==> src/hdl/bnts_pkg.sv <==
`default_nettype none
package bnts_pkg;

	localparam int MAX_DIGITS_DEF = 8;
	localparam int DIGIT_BITS_DEF = 4;

	localparam int TUPLE_W   = 32;
	localparam int ORD_W     = 32;
	localparam int RADIX_W   = 5;
	localparam int LEN_W     = 4;
	localparam int CFG_IDX_W = 1;

	typedef logic [1:0] cmd_t;
	typedef logic [1:0] status_t;

	localparam cmd_t CMD_NEXT   = 2'd0;
	localparam cmd_t CMD_BACK   = 2'd1;
	localparam cmd_t CMD_UNRANK = 2'd2;
	localparam cmd_t CMD_PASS   = 2'd3;

	localparam status_t ST_OK      = 2'd0;
	localparam status_t ST_NO_NEXT = 2'd1;
	localparam status_t ST_NO_BACK = 2'd2;
	localparam status_t ST_RANGE   = 2'd3;

	localparam logic [CFG_IDX_W-1:0] REG_RADIX  = 1'b0;
	localparam logic [CFG_IDX_W-1:0] REG_LENGTH = 1'b1;

	localparam logic [RADIX_W-1:0] RADIX_RESET  = 5'd2;
	localparam logic [LEN_W-1:0]   LENGTH_RESET = 4'd2;

	// floor(2^32 / n); entries for n < 2 are not used
	localparam logic [31:0] RECIP [32] = '{
		32'h0000_0000, 32'h0000_0000, 32'h8000_0000, 32'h5555_5555,
		32'h4000_0000, 32'h3333_3333, 32'h2AAA_AAAA, 32'h2492_4924,
		32'h2000_0000, 32'h1C71_C71C, 32'h1999_9999, 32'h1745_D174,
		32'h1555_5555, 32'h13B1_3B13, 32'h1249_2492, 32'h1111_1111,
		32'h1000_0000, 32'h0F0F_0F0F, 32'h0E38_E38E, 32'h0D79_435E,
		32'h0CCC_CCCC, 32'h0C30_C30C, 32'h0BA2_E8BA, 32'h0B21_642C,
		32'h0AAA_AAAA, 32'h0A3D_70A3, 32'h09D8_9D89, 32'h097B_425E,
		32'h0924_9249, 32'h08D3_DCB0, 32'h0888_8888, 32'h0842_1084
	};

	typedef struct packed {
		cmd_t    cmd;
		status_t status;
		logic    force_range;
	} bnts_ctl_t;

endpackage
`default_nettype wire

==> src/hdl/bnts_div.sv <==
`default_nettype none
module bnts_div #(
	parameter int MAX_DIGITS = bnts_pkg::MAX_DIGITS_DEF,
	parameter int DIGIT_BITS = bnts_pkg::DIGIT_BITS_DEF,
	parameter int KW         = $clog2(bnts_pkg::MAX_DIGITS_DEF + 1),
	parameter int J          = 0
) (
	input  logic                           clk,
	input  logic                           arst_n,
	input  logic [bnts_pkg::RADIX_W-1:0]   n,
	input  logic [31:0]                    m,
	input  logic [KW-1:0]                  k,
	input  logic                           in_valid,
	output logic                           in_ready,
	input  bnts_pkg::bnts_ctl_t            in_ctl,
	input  logic [bnts_pkg::TUPLE_W-1:0]   in_tin,
	input  logic [bnts_pkg::TUPLE_W-1:0]   in_res,
	input  logic [bnts_pkg::ORD_W-1:0]     in_x,
	output logic                           out_valid,
	input  logic                           out_ready,
	output bnts_pkg::bnts_ctl_t            out_ctl,
	output logic [bnts_pkg::TUPLE_W-1:0]   out_tin,
	output logic [bnts_pkg::TUPLE_W-1:0]   out_res,
	output logic [bnts_pkg::ORD_W-1:0]     out_x
);
	import bnts_pkg::*;

	// stage 1: quotient estimate x * floor(2^32/n) >> 32, low by at most one
	logic               valid_s1;
	bnts_ctl_t          ctl_s1;
	logic [TUPLE_W-1:0] tin_s1;
	logic [TUPLE_W-1:0] res_s1;
	logic [ORD_W-1:0]   x_s1;
	logic [ORD_W-1:0]   q0_s1;

	logic               ready_s1;
	logic               ready_s2;
	logic [63:0]        prod;

	assign ready_s2 = !out_valid || out_ready;
	assign ready_s1 = !valid_s1 || ready_s2;
	assign in_ready = ready_s1;
	assign prod     = 64'(in_x) * 64'(m);

	always_ff @(posedge clk or negedge arst_n) begin
		if (!arst_n) begin
			valid_s1 <= 1'b0;
		end else if (ready_s1) begin
			valid_s1 <= in_valid;
		end
	end

	always_ff @(posedge clk) begin
		if (ready_s1 && in_valid) begin
			ctl_s1 <= in_ctl;
			tin_s1 <= in_tin;
			res_s1 <= in_res;
			x_s1   <= in_x;
			q0_s1  <= prod[63:32];
		end
	end

	// stage 2: remainder, one correction step, drop the digit in place
	logic [36:0]        qn;
	logic [ORD_W-1:0]   r0;
	logic               fix;
	logic               small_n;
	logic               act;
	logic [RADIX_W-1:0] digit;
	logic [ORD_W-1:0]   q;
	logic [KW-1:0]      pos;
	logic [7:0]         shamt;
	logic [TUPLE_W-1:0] res_c;
	logic [ORD_W-1:0]   x_c;

	always_comb begin
		qn      = 37'(q0_s1) * 37'(n);
		r0      = x_s1 - qn[31:0];
		fix     = r0 >= 32'(n);
		small_n = n < RADIX_W'(2);
		if (small_n) begin
			digit = '0;
			q     = x_s1;
		end else if (fix) begin
			digit = RADIX_W'(r0 - 32'(n));
			q     = q0_s1 + 32'd1;
		end else begin
			digit = RADIX_W'(r0);
			q     = q0_s1;
		end
		act   = (ctl_s1.cmd == CMD_UNRANK) && (J < int'(k));
		pos   = k - KW'(1) - KW'(J);
		shamt = 8'(DIGIT_BITS) * 8'(pos);
		res_c = act ? (res_s1 | (32'(digit) << shamt)) : res_s1;
		x_c   = act ? q : x_s1;
	end

	always_ff @(posedge clk or negedge arst_n) begin
		if (!arst_n) begin
			out_valid <= 1'b0;
		end else if (ready_s2) begin
			out_valid <= valid_s1;
		end
	end

	always_ff @(posedge clk) begin
		if (ready_s2 && valid_s1) begin
			out_ctl <= ctl_s1;
			out_tin <= tin_s1;
			out_res <= res_c;
			out_x   <= x_c;
		end
	end

endmodule
`default_nettype wire

==> config.mk <==
export PLATFORM = sky130hd
export DESIGN_NAME = bnts_div
export DESIGN_NICKNAME = d
export VERILOG_FILES = /design/src/hdl/bnts_pkg.sv /design/src/hdl/bnts_div.sv
export SDC_FILE = /design/constraint.sdc
export NUM_CORES = 2
export LEC_CHECK = 0
export BUFFER_PORTS_ARGS = -buffer_cell sky130_fd_sc_hd__buf_2
export CORE_UTILIZATION = 50
export DETAILED_ROUTE_END_ITERATION = 6
export GPL_ROUTABILITY_DRIVEN = 0
export PLACE_DENSITY = 0.67
export SLEW_MARGIN = 10
export SYNTH_ARGS = -nofsm -noshare
export SYNTH_HDL_FRONTEND = slang
export SYNTH_SLANG_ARGS = --single-unit
export TNS_END_PERCENT = 10
==> constraint.sdc <==
create_clock -name clk -period 11.1 [get_ports clk]
set_input_delay 2.22 -clock clk [delete_from_list [all_inputs] [get_ports clk]]
set_output_delay 2.22 -clock clk [all_outputs]
set_load 0.005 [all_outputs]
==> results.json <==
{
  "outcome": "finished, violations left",
  "violations": "design-rule violations",
  "grt_pass1_vias": 34090,
  "htree_num_levels": 1,
  "place.port_buffers": 248,
  "postLayoutCoreUtil_pct": 54.03,
  "yosys.cell_types.count": 78,
  "globalRouteMet3Util_pct": 4.944,
  "synth_ff_type": "sky130_fd_sc_hd__edfxtp_1",
  "number_of_synthesis_warnings": 0,
  "avgViaCountPerCell": 5.458,
  "final_layout_size_suffix_gt1_share_pct": 7.882,
  "netlist_instances": 4678,
  "cts_inserted_buffers": 24,
  "drc_errors": 1,
  "fin_crit_sh_pct": 92.63,
  "synthArstFlopShare_pct": 0.8475,
  "floorplan_die_area_um2": 92830,
  "clock_insertion_delay_worst_skew_ns": 0.55,
  "synth-seq-cells": 236,
  "grt_max_degree": 70,
  "die_h_um": 304.7,
  "worst_slew_pin_slew_ns": 1.165,
  "grt_most_used_layer": "met2",
  "sequential_cell_area_um2": 7077,
  "synth.cells.most_frequent": "1007 x sky130_fd_sc_hd__fa_1, 983 x sky130_fd_sc_hd__inv_1, 789 x sky130_fd_sc_hd__nand2_1, 458 x sky130_fd_sc_hd__and2_1, 304 x sky130_fd_sc_hd__ha_1",
  "synth_area_um2": 45810,
  "critPathCaptureType": "register",
  "post_synth_main_area_contributors": "sky130_fd_sc_hd__fa_1 44%, sky130_fd_sc_hd__edfxtp_1 15%, sky130_fd_sc_hd__ha_1 8.3%, sky130_fd_sc_hd__inv_1 8.1%, sky130_fd_sc_hd__nand2_1 6.5%",
  "clock_sinks": 236,
  "worst-endpoint-required_ns": 11.40,
  "hold_buffers": 0,
  "hold_worst_slack_ns": 0.4163,
  "clk_transition_reported_paths_ns": 0.06,
  "grt_pass1_wl_um": 193800,
  "gr-usage-met2_pct": 42.07,
  "critPathLaunchType": "primary input",
  "slew_headroom_pct": 22.33,
  "post-synth-top-area-cell": "sky130_fd_sc_hd__fa_1",
  "fmaxAchievable_ghz": 0.09726,
  "detailroute.via_count": 32560,
  "max_cap_viol_count": 0,
  "final-instance-count-excl-fill": 5965,
  "worst_clock_skew_ns": 0.02140,
  "global_route.usage.total_pct": 26.87,
  "clockBufferDepth": 3,
  "yosysMostFrequentCell": "sky130_fd_sc_hd__fa_1",
  "final.min_clock_period_ns": 10.28,
  "firstDrtPassIters": 7,
  "grt_overflow": 0,
  "wl_um": 120500,
  "post_drt_antenna_nets": 0,
  "grt_setup_unrepaired": "false",
  "final-max-slew-violation-count": 0,
  "cell_row_count": 110,
  "synthDominantCellAreaShare_pct": 44.01,
  "routed_wire_length_per_instance_um": 20.20,
  "synth_enable_flop_cells": 234,
  "dpl.cell_count": 5916,
  "avgSynthCellArea_um2": 9.792,
  "io_pins": 249,
  "holdCritPathClass": "reg -> reg",
  "fp.coreArea_um2": 90420,
  "post_synthesis_net_count": 6135,
  "drt_iter0_markers": 2437,
  "path_max_fanout": 20,
  "detailed_place_hpwl_um": 98120,
  "cts-root-buf": "sky130_fd_sc_hd__clkbuf_16",
  "multiInputGateArea_um2": 34030,
  "post-cts-setup-buffers": 0,
  "setup.worst_path.class": "in -> reg",
  "starting_density_pct": 50.66,
  "initial_antenna_violation_count": 8,
  "layout.filler_cells": 8072,
  "clock_tree_from_tritoncts": "built",
  "post_cts_resize_count": 0,
  "die_w_um": 304.7,
  "use_met1_pct": 38.65,
  "finalSetupTns_ns": 0,
  "cp_data_arrival_time_ns": 10.58,
  "hold_viol_final": 0,
  "setup-violations-final": 0,
  "synth_sequential_area_ratio_pct": 15.45,
  "final_nets": 6223,
  "area_delta_synth_final_pct": 6.657
}
## stage by stage
stage / area, um2 / setup slack (ns)
3_5_place_dp: 48060 / 0.2734
3_3_place_gp: 48060 / 0.5944
2_1_floorplan: 45810 / 1.115
5_1_grt: 48850 / 0.4011
6_report: 48860 / 0.8177
4_1_cts: 48840 / 0.8698
## cells by family after synthesis
logic type                 after synthesis  share of synthesized area, %
buffers and inverters                 1242                         10.27
AOI/OAI and AO/OA                      322                         4.772
DFF                                    236                         15.45
xor gates and xnor gates                74                         1.415
muxes                                   10                        0.2458
adders and majority gates             1311                         52.31
and+or+nand+nor                       1483                         15.53
## layer usage
layer	part of all wire, %	wire [um]
met1	43	51650
met4	2.6	3149
met5	0.025	30
met2	45	54520
met3	9.3	11150
## worst paths after layout
path | startpoint | slack (ns) | cells after the start | endpoint
max | m[3] | 0.82 | 28 | q0_s1[26]
min | tin_s1[20] | 0.42 | 0 | out_tin[20]
max reg2reg | q0_s1[4] | 3.54 | 24 | out_res[10]
min reg2reg | tin_s1[20] | 0.42 | 0 | out_tin[20]
max in group asynchronous | arst_n | 9.55 | 1 | valid_s1
min in group asynchronous | arst_n | 1.45 | 1 | out_valid
## final cells by class
cell class / count / share of cell area [%]
sequential: 236 / 14.49
timing repair buffer: 321 / 3.662
inverter: 983 / 7.552
multi-input combinational: 3200 / 69.65
tap: 1176 / 3.012
clock buffer: 26 / 1.288
antenna: 6 / 0.03073
clock inverter: 17 / 0.3150
## sequential cells by signal, summed over array words and instances (netlist names)
register,cells
out_res,32
out_tin,32
ctl_s1,5
out_x,32
tin_s1,32
out_ctl,5
x_s1,32
res_s1,32
out_valid,1
valid_s1,1
q0_s1,32
## placed cells by master, fill, tap and decap left out, types with 13 or more instances in the layout
master and n:
sky130_fd_sc_hd__o21ai_0 37, sky130_fd_sc_hd__a31oi_1 16, sky130_fd_sc_hd__nand4_1 18, sky130_fd_sc_hd__o211ai_1 25, sky130_fd_sc_hd__inv_1 983, sky130_fd_sc_hd__a21o_1 39, sky130_fd_sc_hd__o21bai_1 31, sky130_fd_sc_hd__xnor2_1 44
sky130_fd_sc_hd__ha_1 304, sky130_fd_sc_hd__and3_1 20, sky130_fd_sc_hd__and2_1 456, sky130_fd_sc_hd__a21oi_1 74, sky130_fd_sc_hd__xor2_1 30, sky130_fd_sc_hd__or4_1 13, sky130_fd_sc_hd__nor2_1 72, sky130_fd_sc_hd__nand3_1 41
sky130_fd_sc_hd__fa_1 1007, sky130_fd_sc_hd__edfxtp_1 234, sky130_fd_sc_hd__o21ai_1 14, sky130_fd_sc_hd__buf_2 248, sky130_fd_sc_hd__buf_4 73, sky130_fd_sc_hd__clkbuf_16 25, sky130_fd_sc_hd__nor3_1 17, sky130_fd_sc_hd__nand2_1 789
## worst max-delay path, cell delays in order
cell	delay (ns)
sky130_fd_sc_hd__buf_2	0.40
sky130_fd_sc_hd__buf_4	0.29
sky130_fd_sc_hd__nand2_1	0.10
sky130_fd_sc_hd__fa_1	0.53
sky130_fd_sc_hd__inv_1	0.05
sky130_fd_sc_hd__fa_1	0.48
sky130_fd_sc_hd__inv_1	0.05
sky130_fd_sc_hd__fa_1	0.46
sky130_fd_sc_hd__fa_1	0.56
sky130_fd_sc_hd__inv_1	0.06
sky130_fd_sc_hd__fa_1	0.48
sky130_fd_sc_hd__fa_1	0.57
sky130_fd_sc_hd__fa_1	0.43
sky130_fd_sc_hd__fa_1	0.46
sky130_fd_sc_hd__ha_1	0.34
sky130_fd_sc_hd__nand2_1	0.11
sky130_fd_sc_hd__nor4_1	0.44
sky130_fd_sc_hd__o2111ai_1	0.24
sky130_fd_sc_hd__a21o_1	0.25
sky130_fd_sc_hd__a311oi_1	0.27
sky130_fd_sc_hd__buf_4	0.19
sky130_fd_sc_hd__a31oi_1	0.13
sky130_fd_sc_hd__o31ai_1	0.56
sky130_fd_sc_hd__a21oi_1	0.23
sky130_fd_sc_hd__o21ai_1	0.27
sky130_fd_sc_hd__a31o_2	0.21
sky130_fd_sc_hd__a21oi_1	0.08
sky130_fd_sc_hd__xnor2_1	0.12
Power is not shown: default switching activity piles up to over one toggle a cycle in this logic, so the estimate is an artifact.
