===== src/hdl/bnts_pkg.sv =====
`default_nettype none
package bnts_pkg;

	localparam int MAX_DIGITS_DEF = 8;
	localparam int DIGIT_BITS_DEF = 4;

	localparam int TUPLE_W   = 32;
	localparam int ORD_W     = 32;
	localparam int RADIX_W   = 5;
	localparam int LEN_W     = 4;
	localparam int CFG_IDX_W = 1;

	typedef logic [1:0] cmd_t;
	typedef logic [1:0] status_t;

	localparam cmd_t CMD_NEXT   = 2'd0;
	localparam cmd_t CMD_BACK   = 2'd1;
	localparam cmd_t CMD_UNRANK = 2'd2;
	localparam cmd_t CMD_PASS   = 2'd3;

	localparam status_t ST_OK      = 2'd0;
	localparam status_t ST_NO_NEXT = 2'd1;
	localparam status_t ST_NO_BACK = 2'd2;
	localparam status_t ST_RANGE   = 2'd3;

	localparam logic [CFG_IDX_W-1:0] REG_RADIX  = 1'b0;
	localparam logic [CFG_IDX_W-1:0] REG_LENGTH = 1'b1;

	localparam logic [RADIX_W-1:0] RADIX_RESET  = 5'd2;
	localparam logic [LEN_W-1:0]   LENGTH_RESET = 4'd2;

	// floor(2^32 / n); entries for n < 2 are not used
	localparam logic [31:0] RECIP [32] = '{
		32'h0000_0000, 32'h0000_0000, 32'h8000_0000, 32'h5555_5555,
		32'h4000_0000, 32'h3333_3333, 32'h2AAA_AAAA, 32'h2492_4924,
		32'h2000_0000, 32'h1C71_C71C, 32'h1999_9999, 32'h1745_D174,
		32'h1555_5555, 32'h13B1_3B13, 32'h1249_2492, 32'h1111_1111,
		32'h1000_0000, 32'h0F0F_0F0F, 32'h0E38_E38E, 32'h0D79_435E,
		32'h0CCC_CCCC, 32'h0C30_C30C, 32'h0BA2_E8BA, 32'h0B21_642C,
		32'h0AAA_AAAA, 32'h0A3D_70A3, 32'h09D8_9D89, 32'h097B_425E,
		32'h0924_9249, 32'h08D3_DCB0, 32'h0888_8888, 32'h0842_1084
	};

	typedef struct packed {
		cmd_t    cmd;
		status_t status;
		logic    force_range;
	} bnts_ctl_t;

endpackage
`default_nettype wire


===== src/hdl/bnts_front.sv =====
`default_nettype none
module bnts_front #(
	parameter int MAX_DIGITS = bnts_pkg::MAX_DIGITS_DEF,
	parameter int DIGIT_BITS = bnts_pkg::DIGIT_BITS_DEF,
	parameter int KW         = $clog2(bnts_pkg::MAX_DIGITS_DEF + 1)
) (
	input  logic                           clk,
	input  logic                           arst_n,
	input  logic [bnts_pkg::RADIX_W-1:0]   n,
	input  logic [KW-1:0]                  k,
	input  logic                           in_valid,
	output logic                           in_ready,
	input  bnts_pkg::cmd_t                 in_cmd,
	input  logic [bnts_pkg::TUPLE_W-1:0]   in_tuple,
	input  logic [bnts_pkg::ORD_W-1:0]     in_ord,
	output logic                           out_valid,
	input  logic                           out_ready,
	output bnts_pkg::bnts_ctl_t            out_ctl,
	output logic [bnts_pkg::TUPLE_W-1:0]   out_tin,
	output logic [bnts_pkg::TUPLE_W-1:0]   out_res,
	output logic [bnts_pkg::ORD_W-1:0]     out_x
);
	import bnts_pkg::*;

	localparam int SW = (MAX_DIGITS > 1) ? $clog2(MAX_DIGITS) : 1;

	typedef logic [MAX_DIGITS-1:0][DIGIT_BITS-1:0] digits_t;

	function automatic digits_t unpack(input logic [TUPLE_W-1:0] t);
		digits_t d;
		d = '0;
		for (int i = 0; i < MAX_DIGITS; i++) begin
			for (int b = 0; b < DIGIT_BITS; b++) begin
				if (DIGIT_BITS * i + b < TUPLE_W) begin
					d[i][b] = t[DIGIT_BITS * i + b];
				end
			end
		end
		return d;
	endfunction

	function automatic logic [TUPLE_W-1:0] pack(input digits_t d);
		logic [TUPLE_W-1:0] t;
		t = '0;
		for (int i = 0; i < MAX_DIGITS; i++) begin
			for (int b = 0; b < DIGIT_BITS; b++) begin
				if (DIGIT_BITS * i + b < TUPLE_W) begin
					t[DIGIT_BITS * i + b] = d[i][b];
				end
			end
		end
		return t;
	endfunction

	// stage 1: digit checks
	logic                  valid_s1;
	cmd_t                  cmd_s1;
	logic [TUPLE_W-1:0]    tin_s1;
	logic [ORD_W-1:0]      ord_s1;
	logic                  ok_s1;
	logic [MAX_DIGITS-1:0] ltmax_s1;
	logic [MAX_DIGITS-1:0] nz_s1;

	logic                  ready_s1;
	logic                  ready_s2;

	digits_t               din;
	logic                  ok_c;
	logic [MAX_DIGITS-1:0] ltmax_c;
	logic [MAX_DIGITS-1:0] nz_c;

	assign ready_s2 = !out_valid || out_ready;
	assign ready_s1 = !valid_s1 || ready_s2;
	assign in_ready = ready_s1;

	always_comb begin
		din     = unpack(in_tuple);
		ok_c    = 1'b1;
		ltmax_c = '0;
		nz_c    = '0;
		for (int i = 0; i < MAX_DIGITS; i++) begin
			if (i < int'(k)) begin
				if (n == '0 || 9'(din[i]) >= 9'(n)) begin
					ok_c = 1'b0;
				end
				ltmax_c[i] = (9'(din[i]) + 9'd1) < 9'(n);
				nz_c[i]    = (din[i] != '0);
			end
		end
	end

	always_ff @(posedge clk or negedge arst_n) begin
		if (!arst_n) begin
			valid_s1 <= 1'b0;
		end else if (ready_s1) begin
			valid_s1 <= in_valid;
		end
	end

	always_ff @(posedge clk) begin
		if (ready_s1 && in_valid) begin
			cmd_s1   <= in_cmd;
			tin_s1   <= in_tuple;
			ord_s1   <= in_ord;
			ok_s1    <= ok_c;
			ltmax_s1 <= ltmax_c;
			nz_s1    <= nz_c;
		end
	end

	// stage 2: pick the digit that moves and rebuild the tuple
	logic               found_nx;
	logic               found_bk;
	logic [SW-1:0]      sel_nx;
	logic [SW-1:0]      sel_bk;
	digits_t            d1;
	digits_t            nd_nx;
	digits_t            nd_bk;
	logic [TUPLE_W-1:0] res_c;
	status_t            st_c;
	bnts_ctl_t          ctl_c;

	always_comb begin
		found_nx = 1'b0;
		found_bk = 1'b0;
		sel_nx   = '0;
		sel_bk   = '0;
		for (int i = 0; i < MAX_DIGITS; i++) begin
			if (ltmax_s1[i]) begin
				found_nx = 1'b1;
				sel_nx   = SW'(i);
			end
			if (nz_s1[i]) begin
				found_bk = 1'b1;
				sel_bk   = SW'(i);
			end
		end
	end

	always_comb begin
		d1    = unpack(tin_s1);
		nd_nx = '0;
		nd_bk = '0;
		for (int i = 0; i < MAX_DIGITS; i++) begin
			if (i < int'(k)) begin
				if (i < int'(sel_nx)) begin
					nd_nx[i] = d1[i];
				end else if (i == int'(sel_nx)) begin
					nd_nx[i] = d1[i] + DIGIT_BITS'(1);
				end
				if (i < int'(sel_bk)) begin
					nd_bk[i] = d1[i];
				end else if (i == int'(sel_bk)) begin
					nd_bk[i] = d1[i] - DIGIT_BITS'(1);
				end else begin
					nd_bk[i] = DIGIT_BITS'(n - RADIX_W'(1));
				end
			end
		end
	end

	always_comb begin
		res_c = tin_s1;
		st_c  = ST_OK;
		unique case (cmd_s1)
			CMD_NEXT: begin
				if (ok_s1 && found_nx) begin
					res_c = pack(nd_nx);
				end else begin
					st_c = ST_NO_NEXT;
				end
			end
			CMD_BACK: begin
				if (ok_s1 && found_bk) begin
					res_c = pack(nd_bk);
				end else begin
					st_c = ST_NO_BACK;
				end
			end
			CMD_UNRANK: begin
				res_c = '0;
			end
			default: begin
				res_c = tin_s1;
			end
		endcase
		ctl_c.cmd         = cmd_s1;
		ctl_c.status      = st_c;
		ctl_c.force_range = (n == '0) && (k != '0);
	end

	always_ff @(posedge clk or negedge arst_n) begin
		if (!arst_n) begin
			out_valid <= 1'b0;
		end else if (ready_s2) begin
			out_valid <= valid_s1;
		end
	end

	always_ff @(posedge clk) begin
		if (ready_s2 && valid_s1) begin
			out_ctl <= ctl_c;
			out_tin <= tin_s1;
			out_res <= res_c;
			out_x   <= ord_s1;
		end
	end

endmodule
`default_nettype wire


===== config.mk =====
export PLATFORM = sky130hd
export DESIGN_NAME = bnts_front
export DESIGN_NICKNAME = d
export VERILOG_FILES = /design/src/hdl/bnts_pkg.sv /design/src/hdl/bnts_front.sv
export SDC_FILE = /design/constraint.sdc
export NUM_CORES = 1
export LEC_CHECK = 0
export BUFFER_PORTS_ARGS = -buffer_cell sky130_fd_sc_hd__buf_2
export CORE_MARGIN = 2
export CORE_UTILIZATION = 40
export DETAILED_ROUTE_END_ITERATION = 16
export HOLD_SLACK_MARGIN = 0.02
export PLACE_DENSITY = 0.57
export SLEW_MARGIN = 25
export SYNTH_ARGS = -nofsm -noshare
export SYNTH_HDL_FRONTEND = slang
export SYNTH_SLANG_ARGS = --single-unit

===== constraint.sdc =====
create_clock -name clk -period 4.2 [get_ports clk]
set_input_delay 0.84 -clock clk [delete_from_list [all_inputs] [get_ports clk]]
set_output_delay 0.84 -clock clk [all_outputs]
set_load 0.005 [all_outputs]

==> tab_implementation.tex <==
\begin{tabular}{lr}
\hline
Metric & Value \\
\hline
\multicolumn{2}{l}{\textbf{Status}} \\
\quad Status & finished clean \\
\multicolumn{2}{l}{\textbf{Setup path}} \\
\quad Data arrival time of the critical path & 3.23 ns \\
\quad Crit end category & register \\
\quad Reg2reg end & out\_res[26] \\
\quad Register-to-Register Setup Slack & 1.22 ns \\
\quad Highest fanout seen on the critical path & 18 \\
\quad Category of the worst setup path launch point & register \\
\quad Number of cells on the worst reg-to-reg path & 6 \\
\quad Required arrival time at the worst endpoint & around 4.5 ns \\
\quad Max stage delay cell, worst path & sky130\_fd\_sc\_hd\_\_or4\_4 \\
\quad Category of the critical setup timing path & reg -> reg \\
\quad Reg-to-reg startpoint & nz\_s1[7] \\
\quad Cell breakdown of the critical path & or4\_4, o31ai\_1, nand2\_1, or2b\_1, o21ai\_0, o311ai\_1 \\
\quad Crit-path max cell delay & 0.73 ns \\
\multicolumn{2}{l}{\textbf{Floorplan}} \\
\quad Starting density of the core & 40.6\% \\
\quad Row count & 58 \\
\quad Die boundary width & 164 um \\
\quad Boundary pin count & 182 \\
\quad Vertical die dimension & 164 um \\
\quad Die Area & 26,800 sq um \\
\quad Placeable Area & 25,100 sq um \\
\multicolumn{2}{l}{\textbf{STA}} \\
\quad Ratio of final minimum period to clock period & 70.9\% \\
\quad Hold Worst Slack & 0.165 ns \\
\quad Minimum clock period & between 2 and 3 ns \\
\quad Clock skew & 0.0145 ns \\
\quad Worst slew margin relative to its limit & a little under two fifths \\
\quad Tightest Pin Transition & 0.945 ns \\
\quad Total negative setup slack & 0 ns \\
\quad Setup violators final & 0 \\
\quad Maximum clock frequency & 336 MHz \\
\quad Count of final hold-check violations & 0 \\
\quad Fin. max-slew vios & 0 \\
\quad Setup repair after global routing missed its margin & no \\
\multicolumn{2}{l}{\textbf{Global route}} \\
\quad Via count of the first global-routing pass & 7,469 \\
\quad Gr busiest metal & met2 \\
\quad Met1 global-route usage & 30.1\% \\
\quad First-pass GRT wire length & roughly 44,000 um \\
\quad Largest net degree at the start of global routing & 52 \\
\quad Global router's overall resource usage & a little over a fifth \\
\quad Routing usage on met2 & a little over a third \\
\quad Met3 layer usage reported by global route & approximately 3.2\% \\
\quad Antenna violations before repair & 2 \\
\quad Total global routing overflow & 0 \\
\multicolumn{2}{l}{\textbf{Final layout}} \\
\quad Non-Filler Cell Area, Final & roughly 12,000 sq um \\
\quad Fillers & 2,354 \\
\quad Multi-input combinational cell area & 4290 sq um \\
\quad Net count, final & 1,236 \\
\quad FF+latch area & 5580 sq um \\
\quad Share of post-route cells with drive strength above 1 & 23.8\% \\
\quad Non-filler instance count after layout & 1,395 \\
\quad Relative area change from synthesis to final layout & 19.2\% \\
\multicolumn{2}{l}{\textbf{Synthesis}} \\
\quad Xor/xnor cell area share of the yosys netlist & under 10\% \\
\quad Fraction of registers with async set/reset & 1.08\% \\
\quad Post-synth EDFFs & 184 \\
\quad Cell type with the largest total area after synthesis & sky130\_fd\_sc\_hd\_\_edfxtp\_1 \\
\quad Top\_reg\_cell synth & sky130\_fd\_sc\_hd\_\_edfxtp\_1 \\
\quad Yosys reg bits & roughly 190 \\
\quad Yosys warning total & 0 \\
\quad Gate count of the mapped netlist & 859 \\
\quad Synthesized Nets & 1,044 \\
\quad Mapped Avg Cell Area & 11.9 sq um \\
\quad Arithmetic-cell share of the synthesized area counting full adders, half adders and majority gates & about an eighth \\
\quad Post-synth cell types & 70 \\
\quad Top cells by area, synth & sky130\_fd\_sc\_hd\_\_edfxtp\_1 (54\%), sky130\_fd\_sc\_hd\_\_ha\_1 (13\%), sky130\_fd\_sc\_hd\_\_a21oi\_1 (2.3\%) \\
\quad Share of the synthesized area in compound gates (AO/OA/AOI/OAI) & 13.7\% \\
\quad Part of the Yosys area used for sequential elements & between 50\% and 60\% \\
\quad Simple-gate share of the synthesized area & 11.8\% \\
\quad Combinational family with the most area after synthesis & compound AO/OA/AOI/OAI gates \\
\quad Post-synth top area share & 54.2\% \\
\quad Proportion of synthesized area in mux cells & 0.687\% \\
\quad Count leader, synth & sky130\_fd\_sc\_hd\_\_edfxtp\_1 \\
\quad Post-Syn Area & 10,200 sq um \\
\quad Cell types with the highest counts after synthesis & sky130\_fd\_sc\_hd\_\_edfxtp\_1 (184), sky130\_fd\_sc\_hd\_\_ha\_1 (106), sky130\_fd\_sc\_hd\_\_nor2\_1 (58), sky130\_fd\_sc\_hd\_\_inv\_1 (57) \\
\multicolumn{2}{l}{\textbf{Worst hold path}} \\
\quad Worst hold-check path type & in -> async \\
\multicolumn{2}{l}{\textbf{Power}} \\
\quad Leakage power of the design & just under 0.005 uW \\
\quad PwrDens & approximately 380 nW/um\^{}2 \\
\quad Worst supply voltage drop on vdd & 0.000237 V \\
\multicolumn{2}{l}{\textbf{Placement}} \\
\quad Buffers added on ports & 181 \\
\quad Final Wtd Congestion & 0.976 \\
\quad Placed cell areas & 11,500 sq um \\
\quad Post-DP HPWL & 21,400 um \\
\quad Number of placed cells counting well taps & 1,362 \\
\multicolumn{2}{l}{\textbf{Clock network}} \\
\quad Clock network latency to the later pin of the worst-skew pair & around 0.44 ns \\
\quad Post-cts gate resize count & 0 \\
\quad Clock tree root driver cell & sky130\_fd\_sc\_hd\_\_clkbuf\_16 \\
\quad CTS tree & done \\
\quad Inserted Clock Buffers & 17 \\
\quad Cts hold-fix bufs & 0 \\
\quad Buffers from clock root to sink, at most & 2 \\
\quad Number of clock sinks seen by CTS & approximately 190 \\
\quad Buffer count from post-CTS setup fixing & 0 \\
\quad Number of H-tree levels & 4 \\
\quad Clock slew seen by the registers of the worst setup and hold paths & 0.08 ns \\
\multicolumn{2}{l}{\textbf{Flow run}} \\
\quad Max-cap violations & 0 \\
\multicolumn{2}{l}{\textbf{Routing}} \\
\quad Total Wirelength & 29,000 um \\
\quad ANT nets after route & 0 \\
\quad Number of design-rule violations left by the first detailed-router iteration & 687 \\
\quad Count of TritonRoute iterations in the first routing pass & 5 \\
\quad Ratio of routed vias to standard cells & 5.49 \\
\quad Post-route DRC & 0 \\
\quad Per-cell routed wire length & 20.8 um \\
\quad Number of vias in the routed layout & 7,658 \\
\hline
\end{tabular}
layout by cell type (no fill, tap or decap), types with 4 or more instances in the layout:
cell type | netlist | routed
sky130_fd_sc_hd__edfxtp_1 | 184 | 184
sky130_fd_sc_hd__buf_2 | 1 | 181
sky130_fd_sc_hd__ha_1 | 106 | 106
sky130_fd_sc_hd__nor2_1 | 58 | 58
sky130_fd_sc_hd__inv_1 | 57 | 57
sky130_fd_sc_hd__a21oi_1 | 47 | 47
sky130_fd_sc_hd__o21ai_0 | 47 | 47
sky130_fd_sc_hd__nand2_1 | 37 | 37
sky130_fd_sc_hd__nor3_1 | 21 | 21
sky130_fd_sc_hd__nand3_1 | 19 | 19
sky130_fd_sc_hd__nand2b_1 | 18 | 18
sky130_fd_sc_hd__xnor2_1 | 18 | 18
sky130_fd_sc_hd__clkbuf_16 | 0 | 17
sky130_fd_sc_hd__nor2b_1 | 16 | 16
sky130_fd_sc_hd__xor2_1 | 15 | 15
sky130_fd_sc_hd__buf_4 | 1 | 15
sky130_fd_sc_hd__o21ai_1 | 13 | 13
sky130_fd_sc_hd__o22ai_1 | 12 | 12
sky130_fd_sc_hd__and3_1 | 12 | 12
sky130_fd_sc_hd__a31oi_1 | 12 | 12
sky130_fd_sc_hd__o31ai_1 | 10 | 10
sky130_fd_sc_hd__a211oi_1 | 9 | 9
sky130_fd_sc_hd__o21a_1 | 9 | 9
sky130_fd_sc_hd__nor4_1 | 7 | 7
sky130_fd_sc_hd__mux2i_1 | 7 | 7
sky130_fd_sc_hd__or2_2 | 6 | 6
sky130_fd_sc_hd__o211ai_1 | 6 | 6
sky130_fd_sc_hd__nand4_1 | 6 | 6
sky130_fd_sc_hd__o221ai_1 | 6 | 6
sky130_fd_sc_hd__clkinv_8 | 0 | 6
sky130_fd_sc_hd__or3_1 | 5 | 5
sky130_fd_sc_hd__a22o_1 | 5 | 5
sky130_fd_sc_hd__a32oi_1 | 4 | 4
report_power, final:
part / internal (uW) / switching (uW) / total [uW]
Clock: 817 / 842 / 1660
Combinational: 266 / 406 / 672
Sequential: 2220 / 103 / 2320
sequential cells by signal, summed over array words and instances, names as in the netlist:
register,count
out_tin,32
out_res,32
cmd_s1,2
valid_s1,1
ord_s1,32
out_valid,1
d1,32
ok_s1,1
out_x,32
out_ctl,5
nz_s1,8
ltmax_s1,8
through the flow:
| stage | power [uW] | utilization, % | setup slack, ns |
|---|---|---|---|
| 2_1_floorplan | 2710 | - | 0.446 |
| 3_3_place_gp | 3030 | 45.9 | 0.730 |
| 3_5_place_dp | 3030 | 45.9 | 1.02 |
| 4_1_cts | 4700 | 48.4 | 1.26 |
| 5_1_grt | 4870 | 48.4 | 1.09 |
| 6_report | 4650 | 48.4 | 1.22 |
cell families after synthesis:
family          count (synthesis)
compound gates                218
xor+xnor                       33
fa+ha+maj                     106
buf+inv                        81
flops                         186
mux                             7
simple gates                  228
per-layer routing:
layer | vias up | share of wire, %
met5 | - | 0
met4 | 0 | 2.5
met3 | 44 | 6.1
met2 | 296 | 46
met1 | 3692 | 45
li1 | 3626 | -
how the worst max path moves through the flow:
stage	startpoint	end	slack [ns]	cells after the start
after floorplan	out_ready	out_ctl[0]	0.45	2
after global placement	n[0]	ok_s1	0.73	9
after detailed placement	n[2]	ok_s1	1.02	8
after CTS	nz_s1[7]	out_res[26]	1.26	6
after global routing	nz_s1[7]	out_res[26]	1.09	6
final	nz_s1[7]	out_res[26]	1.22	6
worst max-delay path: cells and delay by family (launching register included):
family	cells	cell delay, ns
and+or+nand+nor	3	1.43
DFF	1	0.68
AOI/OAI and AO/OA	3	0.67
cell type report:
type | instances | share of cell area [%]
sequential | 186 | 45.9
inverter | 57 | 1.76
antenna | 1 | 0.0206
tap | 330 | 3.40
clock inverter | 15 | 1.59
timing repair buffer | 197 | 8.54
clock buffer | 17 | 3.50
multi-input combinational | 592 | 35.3
No activity file was read; power rests on OpenSTA's default activity.
